<file path="config.mk">
export PLATFORM = sky130hd
export DESIGN_NAME = sscc_frame
export DESIGN_NICKNAME = d
export VERILOG_FILES = /design/src/sscc_pkg.sv /design/src/sscc_frame.sv
export SDC_FILE = /design/constraint.sdc
export NUM_CORES = 1
export LEC_CHECK = 0
export BUFFER_PORTS_ARGS = -buffer_cell sky130_fd_sc_hd__buf_2
export CORE_MARGIN = 2
export CORE_UTILIZATION = 65
export CTS_BUF_LIST = sky130_fd_sc_hd__clkbuf_8
export DETAILED_ROUTE_END_ITERATION = 8
export PLACE_DENSITY_LB_ADDON = 0.15
export RECOVER_POWER = 50
export SYNTH_ARGS = -nofsm -noshare
export SYNTH_HDL_FRONTEND = slang
export SYNTH_SLANG_ARGS = --single-unit
</file>
<file path="constraint.sdc">
create_clock -name clock -period 6 [get_ports clock]
set_clock_uncertainty 0.2 [all_clocks]
set_input_delay 0.3 -clock clock [delete_from_list [all_inputs] [get_ports clock]]
set_output_delay 0.3 -clock clock [all_outputs]
set_load 0.05 [all_outputs]
</file>
<file path="src/sscc_pkg.sv">
`default_nettype none

package sscc_pkg;

   // Number of scratchpad bytes covered by the CRC; the check byte follows them.
   localparam int DATA_BYTES = 8;
   localparam int IDX_W      = $clog2(DATA_BYTES + 1);

   // Reflected CRC-8 polynomial.
   localparam logic [7:0] CRC_POLY = 8'h8C;

   // Configuration port.
   localparam int          CSR_ADDR_W      = 3;
   localparam logic        REG_TEMP_OFFSET = 1'b0;

   // Rounding and conversion constants, in sixteenths of a degree.
   localparam logic [15:0] DEG_ROUND = 16'd8;
   localparam logic [15:0] F_BIAS    = 16'd520;   // 32 degrees F plus rounding
   // 52429 / 2^18 is one fifth, exact after truncation for 16-bit magnitudes.
   localparam logic [16:0] RECIP5    = 17'd52429;
   localparam int          RECIP5_SH = 18;

   // Result of one byte as seen by the frame tracker.
   typedef struct packed {
      logic        check;    // this byte was the check byte
      logic        crc_ok;
      logic [15:0] temp;     // stored temperature after this byte
   } frame_res_type;

   // One byte through the reflected CRC-8, least significant bit first.
   function automatic logic [7:0] crc8_feed(input logic [7:0] crc, input logic [7:0] b);
      logic [7:0] c;
      logic       mix;
      c = crc;
      for (int k = 0; k < 8; k++) begin
         mix = c[0] ^ b[k];
         c   = {1'b0, c[7:1]};
         if (mix) begin
            c = c ^ CRC_POLY;
         end
      end
      return c;
   endfunction

endpackage

`default_nettype wire

</file>
<file path="src/sscc_frame.sv">
`default_nettype none

module sscc_frame (
   input  wire logic                  clock,
   input  wire logic                  reset,
   input  wire logic                  xfer,
   input  wire logic [7:0]            data_byte,
   input  wire logic                  frame_start,
   input  wire logic [15:0]           temp_offset,
   output sscc_pkg::frame_res_type    res
);
   import sscc_pkg::*;

   logic [IDX_W-1:0] idx_ff, idx_in;
   logic [7:0]       crc_ff, crc_in;
   logic [15:0]      raw_ff, raw_in;
   logic [15:0]      stored_ff, stored_in;

   logic [IDX_W-1:0] idx;
   logic [7:0]       crc;
   logic [15:0]      raw;
   logic [15:0]      accepted;
   logic             is_check;
   logic             ok;

   // A start flag makes this byte the first one of a fresh frame.
   always_comb begin
      idx      = frame_start ? '0 : idx_ff;
      crc      = frame_start ? '0 : crc_ff;
      raw      = frame_start ? '0 : raw_ff;
      is_check = (idx >= IDX_W'(DATA_BYTES));
      ok       = (data_byte == crc);
      accepted = raw + temp_offset;
   end

   // Frame state update on each input transfer.
   always_comb begin
      idx_in    = idx_ff;
      crc_in    = crc_ff;
      raw_in    = raw_ff;
      stored_in = stored_ff;
      if (xfer) begin
         if (!is_check) begin
            raw_in = raw;
            if (idx == IDX_W'(0)) begin
               raw_in[7:0] = data_byte;
            end else if (idx == IDX_W'(1)) begin
               raw_in[15:8] = data_byte;
            end
            crc_in = crc8_feed(crc, data_byte);
            idx_in = idx + IDX_W'(1);
         end else begin
            idx_in = '0;
            crc_in = '0;
            raw_in = '0;
            if (ok) begin
               stored_in = accepted;
            end
         end
      end
   end

   always_ff @(posedge clock) begin
      if (reset) begin
         idx_ff    <= '0;
         crc_ff    <= '0;
         raw_ff    <= '0;
         stored_ff <= '0;
      end else begin
         idx_ff    <= idx_in;
         crc_ff    <= crc_in;
         raw_ff    <= raw_in;
         stored_ff <= stored_in;
      end
   end

   // Result of the current byte; only meaningful on a check byte.
   always_comb begin
      res.check  = is_check;
      res.crc_ok = ok;
      res.temp   = ok ? accepted : stored_ff;
   end

endmodule

`default_nettype wire

</file>
==> results.txt, run 1 <==
- The via count of the first global-routing pass was 3,167.
* Yosys top cell area share: 0.230
* Share of the clock period used by the worst path: 0.776
- Compared with the post-synthesis result, the final layout area differs by 5.58%.
- Total number of nets in the final design: 556
- For this design the top-level I/O count stands at 46.
- Post-synthesis async set-or-reset flop share: 0
- The worst hold path terminates at raw_ff[0].
* Count of cells along the worst hold path: 3
* Hold Path Origin: data_byte[0]
* Via count: 3,642
- In the routed layout, each cell is associated on average with a via count of 6.16.
- Pre-antenna DRT Iters: 5
* Routability-driven placement congestion ratio: 0.851
- In this run the worst hold path is classified as in2reg.
* Final Instance Count excl. Fillers: 591
* Setup Slack @ Placement: 2.30 ns
- Count of pins over their slew limit: 56
- Syn nets: 541
- Once layout is complete, the utilization of the core stands at 0.722.
- Launch point of the worst reg-to-reg path: crc_ff[0]
* Count of final hold-check violations: 0
- Startpoint class of the critical path: input port
- The number of cells on the worst reg-to-reg path is 7.
* Combined flip-flop and latch cell area: 881 sq um
- Hold_buf cts: 0
* Final setup violation count: 0
* Total routing resource utilization after global routing: 0.287
- 1st-iter DRT viols: 224
- Reported max-cap violation count: 1
- Top cells by area in the synthesized netlist: dfxtp_1 (23%), xnor2_1 (8.5%), nor2_1 (7.0%)
- Pin count of the biggest net entering global routing: 56
* Critical Path AT: 4.15 ns
- Power comes to 0.783 mW.
* Insertion delay of the later-clocked pin in the worst-skew pair: 0.31 ns
- The clock net in this run drives a total of 44 sinks.
- Area leader, netlist: dfxtp_1
- Startpoint-to-endpoint class of the critical path: in2out
- Count of unresolved DRC violations after routing: 0
- Number of nets with antenna violations after detailed routing: 0
- Setup repair after global routing left no endpoint under its margin.
- The tightest hold path in the finished design has a slack of 0.136 ns.
- After clock tree synthesis, the setup repair step added 0 buffers.
- In this run, synthesis inferred 0 flip-flops with an integrated enable.
* Die Width: 80.8 um
- Of all nets on the critical path, the largest fanout is 30.
- Standard-cell rows: 27
- Cell Area, Placed: 0.00395 sq mm
* DIE AREA: 0.00653 sq mm
- Clock tree synthesis selected as its root buffer the cell clkbuf_8.
- The region available for standard cell placement spans 0.00561 sq mm.
- The mapped netlist covers 0.00383 sq mm.
* Unique cell type count in the Yosys netlist: 64
- Area of all placed cells without fillers: 0.00405 sq mm
- Most common library cell in the layout ignoring fill and taps: nor2_1
* Share of cells above drive strength 1: 0.131
- CTS tree: built
- Half-perimeter wire length of the detailed placement result: 6.69 mm
- Number of warnings reported in the yosys synthesis log: 0
- For this run, the leading register cell type out of synthesis is dfxtp_1.
* Starting density of the core: 0.684
- Wire per inst: 15.4 um
- Count of antenna diodes in the layout: 0
- Multi-input logic area: 0.00267 sq mm
* Leakage power figure: 1.59 nW
- STA classifies the critical path endpoint as an output pin.
* Portion of the post-synthesis area used by sequential elements: 0.230
- Buffers inserted during clock tree synthesis total 5.
- The run finished, with violations left.
- Timing would allow up to 215 MHz.
- Across the VDD grid, the largest voltage drop is 0.126 mV.
- The final reports fail on max-capacitance violations, max-slew violations.
- The worst register-to-register path ends at stored_ff[13].
* #FFs+latches synth: 44
- Each instance of the synthesized netlist takes up on average 7.62 sq um.
- Synthesis produced 503 cells.
- In this run the register-to-register setup slack is 2.41 ns.
- Data required time of the worst path: 5.50 ns
- Shortest clock period the worst path allows after layout: 4.65 ns
* Total instance count after detailed placement: 583
* Worst Max-Slew Pin Slew: 2.36 ns
- Fill count: 490
* CTS HTree Levels: 2
- The initial antenna violation count is 0.
- In the final timing run, aggregate negative setup slack is 0 ns.
- Summed over all layers, the global routing overflow is 0.
* Max-Slew Margin vs Limit: -0.571
- Die H: 80.8 um
* Count of input and output buffers: 45
- The first global-routing pass estimated 14.8 mm of wire.
- Min setup slack post-route: 1.35 ns
* PostCTS Resize Cnt: 0
- Clock-pin slew was measured on the worst setup and hold paths at 0.09 ns.
- In the layout the commonest cells are nor2_1 (72), dfxtp_1 (44), buf_2 (42).
- In this run the power density over the cells is 193 mW/mm^2.
* Total wirelength of the detailed-routed design: 9.09 mm
- Deepest clock path buffer count: 2
==> sequential cells by signal, indices dropped and copies added, names as in the netlist <==
register and cells:
stored_ff 16, raw_ff 16, idx_ff 4, crc_ff 8
==> per-layer routing <==
layer / GRT usage / part of all wire / routed length (um)
met5: 0 / 0 / 0
met4: 0.107 / 0.024 / 220
met3: 0.0478 / 0.051 / 463
met2: 0.493 / 0.49 / 4470
met1: 0.362 / 0.43 / 3940
==> report_power, final <==
group,total [mW],switching (mW),leakage [nW],internal (mW)
clock network,0.242,0.116,0.0548,0.126
logic,0.214,0.120,1.18,0.0941
registers,0.327,0.0186,0.358,0.308
total,0.783,0.255,1.59,0.528
==> how the worst max path moves through the flow <==
stage | startpoint | end
finish | frame_start | res[6]
global route | frame_start | stored_ff[13]
CTS | frame_start | res[14]
detailed placement | frame_start | res[14]
global placement | frame_start | res[12]
floorplan | frame_start | res[14]
==> final cells by class <==
type                       count  area share
clock buffer                   5      0.0170
multi-input combinational    405       0.660
sequential                    44       0.218
clock inverter                 3      0.0114
inverter                      16      0.0148
timing repair buffer          46      0.0566
tap                           72      0.0223
==> synthesized netlist by cell type, drive strengths merged (6+ instances only) <==
cell type,number
a21o,6
xor2,14
nand3,8
a211oi,7
buf,24
nand2,39
clkbuf,14
o21ai,25
nor2b,33
xnor2,38
a31oi,12
nor3,9
a21oi,22
nor2,73
o31ai,6
dfxtp,44
o211ai,14
ha,9
a22oi,18
inv,16
nor4bb,6
==> logic make-up (layout without fill, tap and decap cells) <==
kind of cell	after synthesis	in the layout	share of synthesized area
flops	44	44	0.230
mux	7	7	0.0199
buf+inv	54	70	0.0692
compound gates	136	136	0.251
simple gates	198	198	0.269
fa+ha+maj	12	12	0.0398
xor+xnor	52	52	0.121
==> critical path, cell delays in order <==
cell and delay [ns]:
clkbuf_1 0.90, buf_4 0.46, nor2b_1 0.11, xnor2_1 0.30
nand2_1 0.09, nand4b_1 0.97, inv_1 0.41, mux2_2 0.37
buf_2 0.21
(Power assumes the default switching activity.)
==> run 2, diff against run 1 <==
--- a/config.mk
+++ b/config.mk
@@ -7,7 +7,7 @@
 export LEC_CHECK = 0
 export BUFFER_PORTS_ARGS = -buffer_cell sky130_fd_sc_hd__buf_2
 export CORE_MARGIN = 2
-export CORE_UTILIZATION = 65
+export CORE_UTILIZATION = 55
 export CTS_BUF_LIST = sky130_fd_sc_hd__clkbuf_8
 export DETAILED_ROUTE_END_ITERATION = 8
 export PLACE_DENSITY_LB_ADDON = 0.15
==> constraint.sdc (replaced) <==
create_clock -name clock -period 3.9 [get_ports clock]
set_clock_uncertainty 0.2 [all_clocks]
set_input_delay 0.195 -clock clock [delete_from_list [all_inputs] [get_ports clock]]
set_output_delay 0.195 -clock clock [all_outputs]
set_load 0.05 [all_outputs]
==> run 2 against run 1 <==
The flow now finishes without violations; design area is essentially flat; clock power grew 27%; sequential power increased by 53%; cell count is 1.7% higher; non-clock buffer count increased by 2; die area up 17%; flip-flop and latch count unchanged; hold slack got worse by 0.10 ns; total power is 46% higher; count of clock-buffer cells in the layout increased by 1; worst setup slack worse by 1.0 ns; critical path type is now reg2out; critical endpoint is now res[12]; largest cell class unchanged.
==> results.txt, run 2 (synthesis results as in run 1) <==
- Launch point of the worst reg-to-reg path: crc_ff[0]
- The wire-length estimate of the detail-placed layout is 6.92 mm.
- Number of sinks handled by clock tree synthesis: 44
* Hold-critical path endpoint: raw_ff[0]
- After clock tree synthesis, the clock-pin slew on the worst setup and hold paths is 0.09 ns.
- Fmax: 280 MHz
* Max-Slew Margin vs Limit: 0.193
- Via count: 3,585
- For this configuration, the core starts out at a cell density of 0.567.
* Shortest clock period the worst path allows after layout: 3.57 ns
* Insertion delay of the later-clocked pin in the worst-skew pair: 0.30 ns
- Deepest clock path buffer count: 2
- The run finished with clean final reports.
- Routability-driven placement finished with a final weighted congestion of 0.900.
* Count of unresolved DRC violations after routing: 0
* Synth-to-Final Area Change: 5.68%
- At the pin with the least slew margin, the transition time is 1.20 ns.
- The worst setup path is captured at an output pin.
- 1st-iter DRT viols: 158
- In this run the most critical hold path is launched from data_byte[0].
- Area of all placed cells without fillers: 0.00405 sq mm
- The critical path crosses 12 cells after its start point.
- Measured on the finished design, the core utilization comes to 0.600.
* Leakage power figure: 1.59 nW
- Including well taps, the total number of placed cells is 593.
- Largest registers: raw_ff: 16 flops, stored_ff: 16 flops, crc_ff: 8 flops
- Aggregate negative setup slack: 0 ns
- Dividing the detail-routed via count by the number of cells gives 5.97.
* Num CTS Buffers: 5
* Power per Cell Area: 282 mW/mm^2
* Count of input and output buffers: 45
- Die Width: 87.5 um
* Total routing resource utilization after global routing: 0.255
- Startpoint class of the critical path: flip-flop
* I/O pin total: 46
* Share of the clock period used by the worst path: 0.914
- STA puts the critical path data arrival time at 3.17 ns.
- The number of hold violations in the final report was 0.
- The number of cells on the worst reg-to-reg path is 7.
- Post-CTS setup buffers: 0
* Pre-antenna DRT Iters: 5
- Reported max-cap violation count: 0
- In this run the worst hold path is classified as in2reg.
- Number of antenna violations at the first check in global routing: 0
- The floorplan has 30 rows.
* Count of pins over their slew limit: 0
- CTS root buf: clkbuf_8
* Number of nets with antenna violations after detailed routing: 0
* Most common library cell in the layout ignoring fill and taps: nor2_1
- For this run, the number of standard cells in the final layout without fillers is 601.
- Share of cells above drive strength 1: 0.136
- CTS HTree Levels: 2
* Wire per inst: 15.5 um
* DIE AREA: 0.00765 sq mm
- Unrepaired setup endpoints after global routing: false
- Total buffers and inverters traversed by the critical path: 2
- Total wirelength of the detailed-routed design: 9.30 mm
* Largest fanout of any net on the critical path: 6
- Highest cell delay on the worst timing path: 0.49 ns
- Cell with the biggest individual delay on the critical path: o21ai_0
- Count of cells along the worst hold path: 3
- Overall overflow remaining after global route: 0
- The via count of the first global-routing pass came to 3,377.
* Count of antenna diodes in the layout: 0
* Die H: 87.5 um
- Data required time of the worst path: 3.50 ns
- Entering global routing, the biggest net connects 56 pins.
- Register-to-Register Setup Slack: 0.38 ns
- Final setup violation count: 0
* Peak supply drop: 0.222 mV
- After the last flow step, the layout net total stands at 558.
- Startpoint-to-endpoint class of the critical path: reg2out
- The first global-routing pass estimated 15.7 mm of wire.
- In this design, the largest share of critical-path delay is due to compound AO/OA/AOI/OAI gates.
- The signal on the critical path passes through nor2b_1 -> ha_1 -> inv_1 -> fa_1 -> nor2b_1 -> o21ai_0 -> a22oi_1 -> o31ai_1 -> o21ai_1 -> xnor2_1 -> o21ai_1 -> buf_2.
- Cell Area, Placed: 0.00398 sq mm
* Crit Reg-Reg Endpoint: stored_ff[12]
- In this run the standard cell core region covers 0.00676 sq mm.
- Highest-count cells in the layout ignoring fill and taps: nor2_1 (72), dfxtp_1 (44), buf_2 (44)
- TritonCTS built the clock tree.
[run 2: metal layers]
| metal | vias up | part of all wire | GRT usage |
|---|---|---|---|
| met3 | 17 | 0.036 | 0.0398 |
| met2 | 76 | 0.51 | 0.444 |
| met4 | 0 | 0.020 | 0.0881 |
| li1 | 1824 | - | - |
| met5 | - | 0 | 0 |
| met1 | 1668 | 0.44 | 0.318 |
[run 2: layout make-up]
cell class	count	area (sq um)
flip-flops and latches	44	881
fillers	640	2710
inverters	16	60.1
multi-input cells	405	2670
repair buffers	48	246
clock buffers	6	82.6
well taps	80	100
clock inverters	2	11.3
[run 2: worst max path at each step]
stage | start | endpoint | slack (ns)
detailed placement | frame_start | res[12] | 0.57
global placement | frame_start | res[14] | 0.68
floorplan | frame_start | res[13] | 0.10
finish | raw_ff[0] | res[12] | 0.33
CTS | raw_ff[0] | res[12] | 0.38
global route | raw_ff[0] | res[12] | 0.03
[run 2: repair_timing]
item	CTS	global route
setup endpoints to repair	0	1
gates resized for setup	0	1
hold buffers	0	0
[run 2: per-stage QoR]
step	worst slack, ns	total power [mW]	hold slack (ns)
after global routing	0.0260	1.21	0.0499
after global placement	0.678	0.839	0.240
after detailed placement	0.570	0.847	0.248
after CTS	0.383	1.15	0.0258
final	0.334	1.14	0.0346
after floorplan	0.100	0.776	0.143
[run 2: worst reg2reg max path: cells and delay by family, from the launching register on]
family,cells,cell delay (ns)
simple gates,5,2.26
compound gates,1,0.30
xor+xnor,1,0.31
flops,1,0.34
[run 2: power by group]
group | internal, mW | total (mW) | switching (mW)
combinational | 0.146 | 0.333 | 0.187
sequential | 0.474 | 0.501 | 0.0267
clock | 0.142 | 0.307 | 0.166
total | 0.761 | 1.14 | 0.380
